<file path="src/hw/rtl/spq_pkg.sv">
// Package of the sorted priority queue: sizes, codes, types.
// Depends on nothing; used by every other file of the block but the defines header.
`timescale 1ns / 1ps

package spq_pkg;

  localparam int unsigned CAPACITY = 16;
  localparam int unsigned IDX_W    = $clog2(CAPACITY);
  localparam int unsigned CNT_W    = $clog2(CAPACITY + 1);
  localparam int unsigned VAL_W    = 16;
  localparam int unsigned PRI_W    = 8;
  localparam int unsigned POS_W    = 5;

  typedef logic signed [VAL_W-1:0] value_t;
  typedef logic [PRI_W-1:0]        prio_t;

  // Request commands; the unused code falls to the default arm
  typedef enum logic [1:0] {
    CMD_INSERT = 2'd0,
    CMD_DELETE = 2'd1,
    CMD_FIND   = 2'd2
  } cmd_e;

  typedef enum logic [1:0] {
    ST_OK       = 2'd0,
    ST_FULL     = 2'd1,
    ST_EMPTY    = 2'd2,
    ST_NOTFOUND = 2'd3
  } status_e;

  typedef enum logic [1:0] {
    S_IDLE = 2'd0,
    S_EXEC = 2'd1,
    S_RESP = 2'd2
  } state_e;

  // Commands from controller to datapath
  typedef struct packed {
    logic capture;
    logic execute;
  } spq_ctrl_t;

endpackage

</file>
<file path="src/hw/rtl/spq_intf.sv">
// Handshake channels of the sorted priority queue: request and response.
// Depends on spq_pkg.
`timescale 1ns / 1ps

interface spq_req_if;
  import spq_pkg::*;
  logic         valid;
  logic         ready;
  logic [1:0]   cmd;
  value_t       item_value;
  prio_t        item_priority;

  modport source (output valid, output cmd, output item_value, output item_priority,
                  input ready);
  modport sink   (input valid, input cmd, input item_value, input item_priority,
                  output ready);
endinterface

interface spq_rsp_if;
  import spq_pkg::*;
  logic               valid;
  logic               ready;
  logic [1:0]         status;
  value_t             out_value;
  logic [POS_W-1:0]   position;
  logic [POS_W-1:0]   entry_count;

  modport source (output valid, output status, output out_value, output position,
                  output entry_count, input ready);
  modport sink   (input valid, input status, input out_value, input position,
                  input entry_count, output ready);
endinterface

</file>
<file path="src/hw/rtl/sorted_priority_queue.sv">
// Sorted priority queue, 16 entries, smallest priority at the head.
// Each request is captured, then executed over the parallel slot compare into the result
// register; a new request is taken only as the previous result leaves.
// Reset clears the entry count and controller; slot contents are not cleared.
`timescale 1ns / 1ps

module sorted_priority_queue (
  input  logic       clk_i,
  input  logic       rst_ni,
  spq_req_if.sink    req,
  spq_rsp_if.source  rsp
);
  import spq_pkg::*;

  spq_ctrl_t ctrl;

  // Sequencer
  spq_ctrl u_ctrl (
    .clk_i       (clk_i),
    .rst_ni      (rst_ni),
    .req_valid_i (req.valid),
    .req_ready_o (req.ready),
    .rsp_valid_o (rsp.valid),
    .rsp_ready_i (rsp.ready),
    .ctrl_o      (ctrl)
  );

  // Slot cells and result
  spq_datapath u_datapath (
    .clk_i           (clk_i),
    .rst_ni          (rst_ni),
    .ctrl_i          (ctrl),
    .cmd_i           (req.cmd),
    .item_value_i    (req.item_value),
    .item_priority_i (req.item_priority),
    .status_o        (rsp.status),
    .out_value_o     (rsp.out_value),
    .position_o      (rsp.position),
    .entry_count_o   (rsp.entry_count)
  );

endmodule

</file>
<file path="src/hw/rtl/spq_ctrl.sv">
// Controller of the sorted priority queue: capture, execute, respond.
// Depends on spq_pkg.
`timescale 1ns / 1ps

module spq_ctrl (
  input  logic               clk_i,
  input  logic               rst_ni,
  input  logic               req_valid_i,
  output logic               req_ready_o,
  output logic               rsp_valid_o,
  input  logic               rsp_ready_i,
  output spq_pkg::spq_ctrl_t ctrl_o
);
  import spq_pkg::*;

  state_e state_q, state_d;

  // State register
  always_ff @(posedge clk_i or negedge rst_ni) begin
    if (!rst_ni) begin
      state_q <= S_IDLE;
    end else begin
      state_q <= state_d;
    end
  end

  // Next state
  always_comb begin
    state_d = state_q;
    unique case (state_q)
      S_IDLE: begin
        if (req_valid_i) state_d = S_EXEC;
      end
      S_EXEC: begin
        state_d = S_RESP;
      end
      S_RESP: begin
        if (rsp_ready_i) state_d = req_valid_i ? S_EXEC : S_IDLE;
      end
      default: begin
        state_d = S_IDLE;
      end
    endcase
  end

  // Outputs: take a new request in the cycle the previous result leaves
  always_comb begin
    req_ready_o    = 1'b0;
    rsp_valid_o    = 1'b0;
    ctrl_o.capture = 1'b0;
    ctrl_o.execute = 1'b0;
    unique case (state_q)
      S_IDLE: begin
        req_ready_o    = 1'b1;
        ctrl_o.capture = req_valid_i;
      end
      S_EXEC: begin
        ctrl_o.execute = 1'b1;
      end
      S_RESP: begin
        rsp_valid_o    = 1'b1;
        req_ready_o    = rsp_ready_i;
        ctrl_o.capture = rsp_ready_i && req_valid_i;
      end
      default: begin
      end
    endcase
  end

endmodule

</file>
<file path="src/hw/rtl/spq_datapath.sv">
// Datapath of the sorted priority queue: slot cells, count, compare and result register.
// Depends on spq_pkg.
`timescale 1ns / 1ps

module spq_datapath (
  input  logic                         clk_i,
  input  logic                         rst_ni,
  input  spq_pkg::spq_ctrl_t           ctrl_i,
  input  logic [1:0]                   cmd_i,
  input  spq_pkg::value_t              item_value_i,
  input  spq_pkg::prio_t               item_priority_i,
  output logic [1:0]                   status_o,
  output spq_pkg::value_t              out_value_o,
  output logic [spq_pkg::POS_W-1:0]    position_o,
  output logic [spq_pkg::POS_W-1:0]    entry_count_o
);
  import spq_pkg::*;

  logic [1:0]        req_cmd_q;
  value_t            req_val_q;
  prio_t             req_pri_q;

  value_t            slot_val_q [CAPACITY];
  prio_t             slot_pri_q [CAPACITY];
  logic [CNT_W-1:0]  count_q, count_d;

  value_t            left_val  [CAPACITY];
  prio_t             left_pri  [CAPACITY];
  value_t            right_val [CAPACITY];
  prio_t             right_pri [CAPACITY];

  logic [CAPACITY-1:0] ge, hit;
  logic [IDX_W-1:0]    ins_idx, hit_idx;
  logic                hit_any, full, empty, do_ins, do_del;

  status_e           status_d;
  value_t            outv_d;
  logic [POS_W-1:0]  pos_d;
  logic [1:0]        status_q;
  value_t            outv_q;
  logic [POS_W-1:0]  pos_q;

  // Capture the request
  always_ff @(posedge clk_i) begin
    if (ctrl_i.capture) begin
      req_cmd_q <= cmd_i;
      req_val_q <= item_value_i;
      req_pri_q <= item_priority_i;
    end
  end

  // Compare every occupied slot against the request in parallel
  always_comb begin
    for (int i = 0; i < CAPACITY; i++) begin
      ge[i]  = (CNT_W'(i) < count_q) && (slot_pri_q[i] >= req_pri_q);
      hit[i] = (CNT_W'(i) < count_q) && (slot_val_q[i] == req_val_q);
    end
  end

  // Pick the first set flag; an insert with no equal or larger priority goes to the tail
  always_comb begin
    ins_idx = count_q[IDX_W-1:0];
    hit_idx = '0;
    for (int i = CAPACITY - 1; i >= 0; i--) begin
      if (ge[i])  ins_idx = IDX_W'(i);
      if (hit[i]) hit_idx = IDX_W'(i);
    end
  end

  assign hit_any = |hit;
  assign full    = (count_q == CNT_W'(CAPACITY));
  assign empty   = (count_q == '0);

  // Decode the command into result and update
  always_comb begin
    count_d  = count_q;
    status_d = ST_OK;
    outv_d   = '0;
    pos_d    = '0;
    do_ins   = 1'b0;
    do_del   = 1'b0;
    case (req_cmd_q)
      CMD_INSERT: begin
        if (full) begin
          status_d = ST_FULL;
        end else begin
          do_ins  = 1'b1;
          count_d = count_q + CNT_W'(1);
        end
      end
      CMD_DELETE: begin
        if (empty) begin
          status_d = ST_EMPTY;
        end else begin
          do_del  = 1'b1;
          outv_d  = slot_val_q[0];
          count_d = count_q - CNT_W'(1);
        end
      end
      CMD_FIND: begin
        if (hit_any) begin
          pos_d = POS_W'(CNT_W'(hit_idx) + CNT_W'(1));
        end else begin
          status_d = ST_NOTFOUND;
        end
      end
      default: begin
      end
    endcase
  end

  // Neighbours of each cell: the left one feeds a shift back, the right one a shift forward
  always_comb begin
    left_val[0]           = req_val_q;
    left_pri[0]           = req_pri_q;
    right_val[CAPACITY-1] = slot_val_q[CAPACITY-1];
    right_pri[CAPACITY-1] = slot_pri_q[CAPACITY-1];
    for (int i = 1; i < CAPACITY; i++) begin
      left_val[i] = slot_val_q[i-1];
      left_pri[i] = slot_pri_q[i-1];
    end
    for (int i = 0; i < CAPACITY - 1; i++) begin
      right_val[i] = slot_val_q[i+1];
      right_pri[i] = slot_pri_q[i+1];
    end
  end

  // Slot cells: hold, take the new entry, shift back from the left or forward from the right
  always_ff @(posedge clk_i) begin
    if (ctrl_i.execute) begin
      for (int g = 0; g < CAPACITY; g++) begin
        if (do_ins && (IDX_W'(g) == ins_idx)) begin
          slot_val_q[g] <= req_val_q;
          slot_pri_q[g] <= req_pri_q;
        end else if (do_ins && (IDX_W'(g) > ins_idx)) begin
          slot_val_q[g] <= left_val[g];
          slot_pri_q[g] <= left_pri[g];
        end else if (do_del) begin
          slot_val_q[g] <= right_val[g];
          slot_pri_q[g] <= right_pri[g];
        end
      end
    end
  end

  // Entry count
  always_ff @(posedge clk_i or negedge rst_ni) begin
    if (!rst_ni) begin
      count_q <= '0;
    end else if (ctrl_i.execute) begin
      count_q <= count_d;
    end
  end

  // Result register
  always_ff @(posedge clk_i) begin
    if (ctrl_i.execute) begin
      status_q <= status_d;
      outv_q   <= outv_d;
      pos_q    <= pos_d;
    end
  end

  assign status_o      = status_q;
  assign out_value_o   = outv_q;
  assign position_o    = pos_q;
  assign entry_count_o = POS_W'(count_q);

endmodule

</file>
<file path="src/flat_wrapper.sv">
// flat-port wrapper written by rule: the top's interface ports become plain ports
module sorted_priority_queue_flat import spq_pkg::*;
  (clk_i, rst_ni, req_valid, req_cmd, req_item_value, req_item_priority, req_ready, rsp_valid, rsp_status, rsp_out_value, rsp_position, rsp_entry_count, rsp_ready);
  spq_req_if req_i ();
  spq_rsp_if rsp_i ();
  input  logic clk_i;
  input  logic rst_ni;
  input wire logic [$bits(req_i.valid)-1:0] req_valid;
  input wire logic [$bits(req_i.cmd)-1:0] req_cmd;
  input wire logic [$bits(req_i.item_value)-1:0] req_item_value;
  input wire logic [$bits(req_i.item_priority)-1:0] req_item_priority;
  output wire logic [$bits(req_i.ready)-1:0] req_ready;
  output wire logic [$bits(rsp_i.valid)-1:0] rsp_valid;
  output wire logic [$bits(rsp_i.status)-1:0] rsp_status;
  output wire logic [$bits(rsp_i.out_value)-1:0] rsp_out_value;
  output wire logic [$bits(rsp_i.position)-1:0] rsp_position;
  output wire logic [$bits(rsp_i.entry_count)-1:0] rsp_entry_count;
  input wire logic [$bits(rsp_i.ready)-1:0] rsp_ready;
  assign req_i.valid = req_valid;
  assign req_i.cmd = req_cmd;
  assign req_i.item_value = req_item_value;
  assign req_i.item_priority = req_item_priority;
  assign req_ready = req_i.ready;
  assign rsp_valid = rsp_i.valid;
  assign rsp_status = rsp_i.status;
  assign rsp_out_value = rsp_i.out_value;
  assign rsp_position = rsp_i.position;
  assign rsp_entry_count = rsp_i.entry_count;
  assign rsp_i.ready = rsp_ready;
  sorted_priority_queue u_core (.clk_i(clk_i), .rst_ni(rst_ni), .req(req_i), .rsp(rsp_i));
endmodule
</file>
<file path="config.mk">
export PLATFORM = sky130hd
export DESIGN_NAME = sorted_priority_queue_flat
export DESIGN_NICKNAME = d
export VERILOG_FILES = /design/src/hw/rtl/spq_pkg.sv /design/src/hw/rtl/spq_intf.sv /design/src/hw/rtl/sorted_priority_queue.sv /design/src/hw/rtl/spq_ctrl.sv /design/src/hw/rtl/spq_datapath.sv /design/src/flat_wrapper.sv
export SDC_FILE = /design/constraint.sdc
export NUM_CORES = 1
export LEC_CHECK = 0
export BUFFER_PORTS_ARGS = -buffer_cell sky130_fd_sc_hd__buf_4
export CAP_MARGIN = 5
export CELL_PAD_IN_SITES_DETAIL_PLACEMENT = 1
export CELL_PAD_IN_SITES_GLOBAL_PLACEMENT = 2
export CORE_ASPECT_RATIO = 0.5
export CORE_MARGIN = 10
export CORE_UTILIZATION = 46
export CTS_CLUSTER_SIZE = 40
export DETAILED_ROUTE_END_ITERATION = 8
export GPL_ROUTABILITY_DRIVEN = 0
export PLACE_DENSITY = 0.83
export SLEW_MARGIN = 20
export SYNTH_ARGS = -nofsm -noshare
export SYNTH_HDL_FRONTEND = slang
export SYNTH_SLANG_ARGS = --single-unit
</file>
<file path="constraint.sdc">
create_clock -name clk_i -period 10.3 [get_ports clk_i]
set_input_delay 1.03 -clock clk_i [delete_from_list [all_inputs] [get_ports clk_i]]
set_output_delay 1.03 -clock clk_i [all_outputs]
set_load 0.01 [all_outputs]
</file>
### Word-level counts from Yosys, hierarchy flattened

Memory sizes are Yosys's and may differ from the RTL's.
Cells that the tools add are included.

| word-level totals | value |
|---|---|
| register bits | 56 |
| bits in writable memories | 384 |
| input port bits | 30 |
| output and inout bits | 30 |
| logic and storage cells | 533 |
| memories kept | 2 |

Memory list:

| memory | words | bits a word | read ports | clocked after memory_dff | write ports | RTL line | text |
|---|---|---|---|---|---|---|---|
| u_core.u_datapath.slot_val_q | 16 | 16 | 16 | 0 | 16 | spq_datapath.sv:23 | `value_t slot_val_q [CAPACITY];` |
| u_core.u_datapath.slot_pri_q | 16 | 8 | 16 | 0 | 16 | spq_datapath.sv:24 | `prio_t slot_pri_q [CAPACITY];` |

| cells by class | value |
|---|---|
| $add $sub $neg | 3 |
| order comparisons | 48 |
| equal/unequal tests | 40 |
| multiplexer cells | 292 |
| bitwise operators | 65 |
| reduce and logical (&&, ||, !) cells | 75 |

Operator list:

| operator | number |
|---|---|
| $mux W16 | 32 |
| $eq A16 B16 Y1 | 16 |
| $mux W8 | 32 |
| $mux W1 | 185 |
| $ge A8 B8 Y1 | 16 |
| $mux W4 | 32 |
| $logic_and A1 B1 Y1 | 65 |
| $or A1 B1 Y1 | 64 |
| $lt A4 B5 Y1 const A | 8 |
| $eq A4 B4 Y1 const A | 8 |
| $gt A4 B4 Y1 const A | 8 |
| $lt A3 B5 Y1 const A | 4 |
| $eq A3 B4 Y1 const A | 4 |
| $gt A3 B4 Y1 const A | 4 |
| $reduce_or A16 Y1 | 1 |
| $pmux W2 S3 | 2 |
| $lt A1 B5 Y1 const A | 2 |
| $lt A2 B5 Y1 const A | 2 |
| $mux W5 | 2 |
| $pmux W5 S2 | 1 |
| $eq A2 B4 Y1 const A | 2 |
| $gt A1 B4 Y1 const A | 2 |
| $gt A2 B4 Y1 const A | 2 |
| $mux W2 | 4 |
| other kinds (17) | 25 |

### Longest topological paths before layout

An unclocked memory read counts as a cell.

| depth | value |
|---|---|
| depth after elaboration | 27 |
| depth in mapped cells | 18 |
| depth with buffers taken out | 13 |

### Cells and area by module

From an unflattened synthesis, not the netlist that was laid out.

| unflattened totals | value |
|---|---|
| cell total of the unflattened synthesis | 2,779 |
| area total of the unflattened synthesis | 27,873.0 um^2 |

Modules (own cells, without submodules):

| module | times used | cells each | area an instance (um^2) | seq. area each (um^2) |
|---|---|---|---|---|
| spq_datapath | 1 | 2,768 | 27,756.6 | 13,127.6 |
| spq_ctrl | 1 | 11 | 116.4 | 50.0 |

### Worst setup path before layout

No wires, ideal clock.

| timing | value |
|---|---|
| path type | register -> register |
| start | register u_core.u_datapath.req_pri_q[2] |
| end | memory u_core.u_datapath.slot_pri_q[0][0] (netlist name) (enable) |
| library setup time | 0.438 ns |
| arrival time | 4.967 ns |
| required time | 9.862 ns |
| setup slack | 4.894 ns |
| cell stages (with the launch flop) | 15 |
| path buffers | 3 |
| period minus slack after synthesis | 5.406 ns |
| path through | edfxtp_1 -> clkbuf_1 -> inv_1 -> ha_1 -> a211o_1 -> a31oi_1 -> o21ai_0 -> a211oi_1 -> nor4_1 -> a211oi_1 -> o21ai_0 -> o21a_1 -> buf_2 -> clkbuf_1 -> o21ai_0 |

RTL lines:

| what | RTL line | text |
|---|---|---|
| start, declared | spq_datapath.sv:21 | `prio_t req_pri_q;` |
| start signal, assigned | spq_datapath.sv:48 | `req_pri_q <= item_priority_i;` |
| end, declared | spq_datapath.sv:24 |  |

==> qor.yml <==
initial_cell_density_of_the_core_pct: 46.59
grt_start_max_net_pins: 153
met3WireLength_um: 10310
worst_margin_pin_slew_ns: 1.027
die-area_um2: 68930
postSynthCellCount: 2564
post_synth.cell_area_avg_um2: 10.46
htree_levels: 2
routed_wire_length_per_instance_um: 28.79
routed-via-count: 21270
worst_slew_margin_relative_to_its_limit_pct: 31.35
worst-endpoint-required_ns: 10.51
compound_cell_area_share_of_the_yosys_netlist_pct: 14.55
post-cts-setup-buffer-count: 0
share_of_the_synthesized_area_in_the_top_cell_type_pct: 48.49
first_pass_grt_wire_length_um: 142100
synth-seq-area-share_pct: 49.14
post_synth_and_or_nand_nor_area_fraction_pct: 12.44
finalCriticalPeriod_ns: 6.051
floorplan.core_area_um2: 57560
dr.max_layer_used: "met5"
cpMaxStageDelayCell: "sky130_fd_sc_hd__inv_1"
clock.fmax_ghz: 0.1653
crit_buf_inv: 2
numCtsBuffers: 43
critPathMaxStageDelay_ns: 0.79
ctsResizeCount: 0
worstSetupEndpointType: "flip-flop"
area_growth_syn_to_layout_pct: 9.038
place.port_buffers: 59
start_kind: "flip-flop"
placement_rows: 62
nets_final: 2698
post-dp-hpwl_um: 68260
synth_xor_xnor_area_share_pct: 8.558
post-synth-top-area-cell: "sky130_fd_sc_hd__edfxtp_1"
met2_wirelength_um: 40160
globalRouteTotalUtil_pct: 27.16
timing.critical_path.arrival_ns: 6.26
slew_viol_final: 0
fp.dieW_um: 361.4
final.fill_count: 6246
syn_nets: 2726
synthAdderAreaFrac_pct: 6.159
regArea_um2: 13180
top_ff_cell_synth: "sky130_fd_sc_hd__edfxtp_1"
power_density_nw_per_um2: 202.2
synth.most_common_cell: "sky130_fd_sc_hd__edfxtp_1"
latest_clock_arrival_within_the_worst_skew_pair_ns: 0.59
synth_area_leaders: "sky130_fd_sc_hd__edfxtp_1 (48%), sky130_fd_sc_hd__ha_1 (6.2%), sky130_fd_sc_hd__xnor2_1 (5.1%)"
ant_nets: 0
cts_tree: "done"
crit_chain: "inv_1 > ha_1 > and3_1 > a221o_1 > a22oi_1 > or3b_4 > nand4bb_1 > a21oi_4 > buf_4 > or2_2 > a31o_2"
share_of_the_cycle_needed_by_the_critical_path_after_routing_pct: 58.75
drc: 0
worst-path-max-fanout: 28
rsz_0062_raised_after_global_routing: "no"
ys_async_sr_fraction_pct: 1.591
boundaryPins: 60
detailedRoute.firstPassIterationCount: 5
p_leak_uw: 0.01041
synth_cell_type_count: 80
status: "completed"
clock_path_buffers: 3
worst_ir_drop_vdd_mv: 0.1090
cp_top_family: "simple AND/OR/NAND/NOR gates"
timing.final.setup_violations: 0
main_combinational_cell_family_by_area_after_synthesis: "compound AO/OA/AOI/OAI gates"
synth.cell_area_um2: 26810
avgViaCountPerCell: 6.370
crit_type: "flip-flop to flip-flop"
drt_first_iter_violations: 2557
multi_input_gate_area_um2: 12710
dieHeight_um: 190.7
share_of_final_layout_standard_cells_stronger_than_drive_strength_1_pct: 8.408
yosys-top-cells-count: "sky130_fd_sc_hd__edfxtp_1 (433), sky130_fd_sc_hd__nand2_1 (349), sky130_fd_sc_hd__o21ai_0 (174)"
first_global_vias: 21180
cts.root.buffer_cell: "sky130_fd_sc_hd__clkbuf_16"
post_synth_mux_area_share_pct: 5.529
synth_enable_flop_cells: 433
setup_total_negative_slack_ns: 0
antenna_found_initial: 6
worst_setup_hold_path_clk_slew_ns: 0.07
report.final.hold_viol_count: 0
postRouteWirelength_um: 96140
maxCapViolations: 0
post_route_met1_wirelength_um: 44280
min_path_type: "primary input to asynchronous set/reset pin"
cts.hold.buffers_added: 0
sink_count_of_the_clock_tree: 440
grt_overflow_total: 0
synthesis.yosys.warnings: 0
timing.hold.ws_ns: 0.2391
postLayoutCoreUtil_pct: 50.80
finClkSkew_ns: 0.02135
postSynthRegisterBits: 440
## metrics by stage
step	setup WS [ns]	std cells	power, µW	area (µm²)
after floorplan	4.894	2564	3552	26810
after global placement	4.409	3259	4178	27850
after detailed placement	4.357	3259	4232	27850
after CTS	4.315	3337	5880	29230
after global routing	3.904	3338	6146	29240
final	4.249	3339	5911	29240
## layout make-up
cell class,instances,share of cell area (%)
clock buffers,57,4.005
clock inverters,21,0.7104
flip-flops and latches,440,45.07
well taps,768,3.287
inverters,38,0.4878
diodes,2,0.01712
repair buffers,113,2.944
multi-input cells,1900,43.48
## cell families after synthesis
family          count (synthesis)
compound gates                620
simple gates                  740
xor+xnor                      262
flops                         440
buf+inv                       224
mux                           146
fa+ha+maj                     132
## where the power goes
group / switching (µW) / total (µW) / internal, µW
registers: 263 / 2550 / 2290
clock network: 761 / 1660 / 903
logic: 1130 / 1700 / 569
## path summary, 6_finish.rpt
path	start	endpoint	slack, ns	cells after the start
max reg2reg	u_core.u_datapath.req_pri_q[5]	u_core.u_datapath.slot_val_q[0][68]	4.25	11
min reg2reg	u_core.u_datapath.slot_pri_q[1][57]	u_core.u_datapath.slot_pri_q[1][49]	0.58	2
max in group asynchronous	rst_ni	u_core.u_datapath.entry_count_o[3]	9.93	1
min	rst_ni	u_core.u_datapath.entry_count_o[4]	0.24	1
min in group clk_i	u_core.u_datapath.slot_pri_q[1][57]	u_core.u_datapath.slot_pri_q[1][49]	0.58	2
max	u_core.u_datapath.req_pri_q[5]	u_core.u_datapath.slot_val_q[0][68]	4.25	11
## registers in the layout (all words and copies together), names as in the netlist
name and flops:
u_core.u_datapath.slot_pri_q 128, u_core.u_datapath.position_o 5, u_core.u_datapath.req_cmd_q 2, u_core.u_datapath.status_o 2, u_core.u_datapath.slot_val_q 256, u_core.u_datapath.req_pri_q 8, u_core.u_datapath.out_value_o 16, u_core.u_datapath.req_val_q 16
u_core.u_datapath.entry_count_o 5, u_core.u_ctrl.state_q 2
## layout by cell type (no fill, tap or decap), drive strengths merged, types with 5 or more instances in the layout
cell	n
o21ai	178
edfxtp	433
mux2	17
clkinv	14
nor2	148
buf	113
nand2b	18
clkbuf	57
o22ai	73
o21a	13
and2	25
a31oi	11
nor2b	16
o211ai	24
xnor2	155
nor4	31
a22oi	26
o221ai	5
nor3	15
dfrtp	7
ha	132
nand2	350
nand3	69
a21oi	171
or2	7
a21o	12
inv	39
nand4	44
and3	6
a221o	47
mux2i	129
a211oi	16
xor2	107
## routing by layer
metal	vias up	global-route usage (%)
met3	97	8.191
li1	9415	-
met2	947	39.28
met5	-	0
met4	2	4.605
met1	10810	40.00
Note: power is estimated with default switching activity, not from simulation.
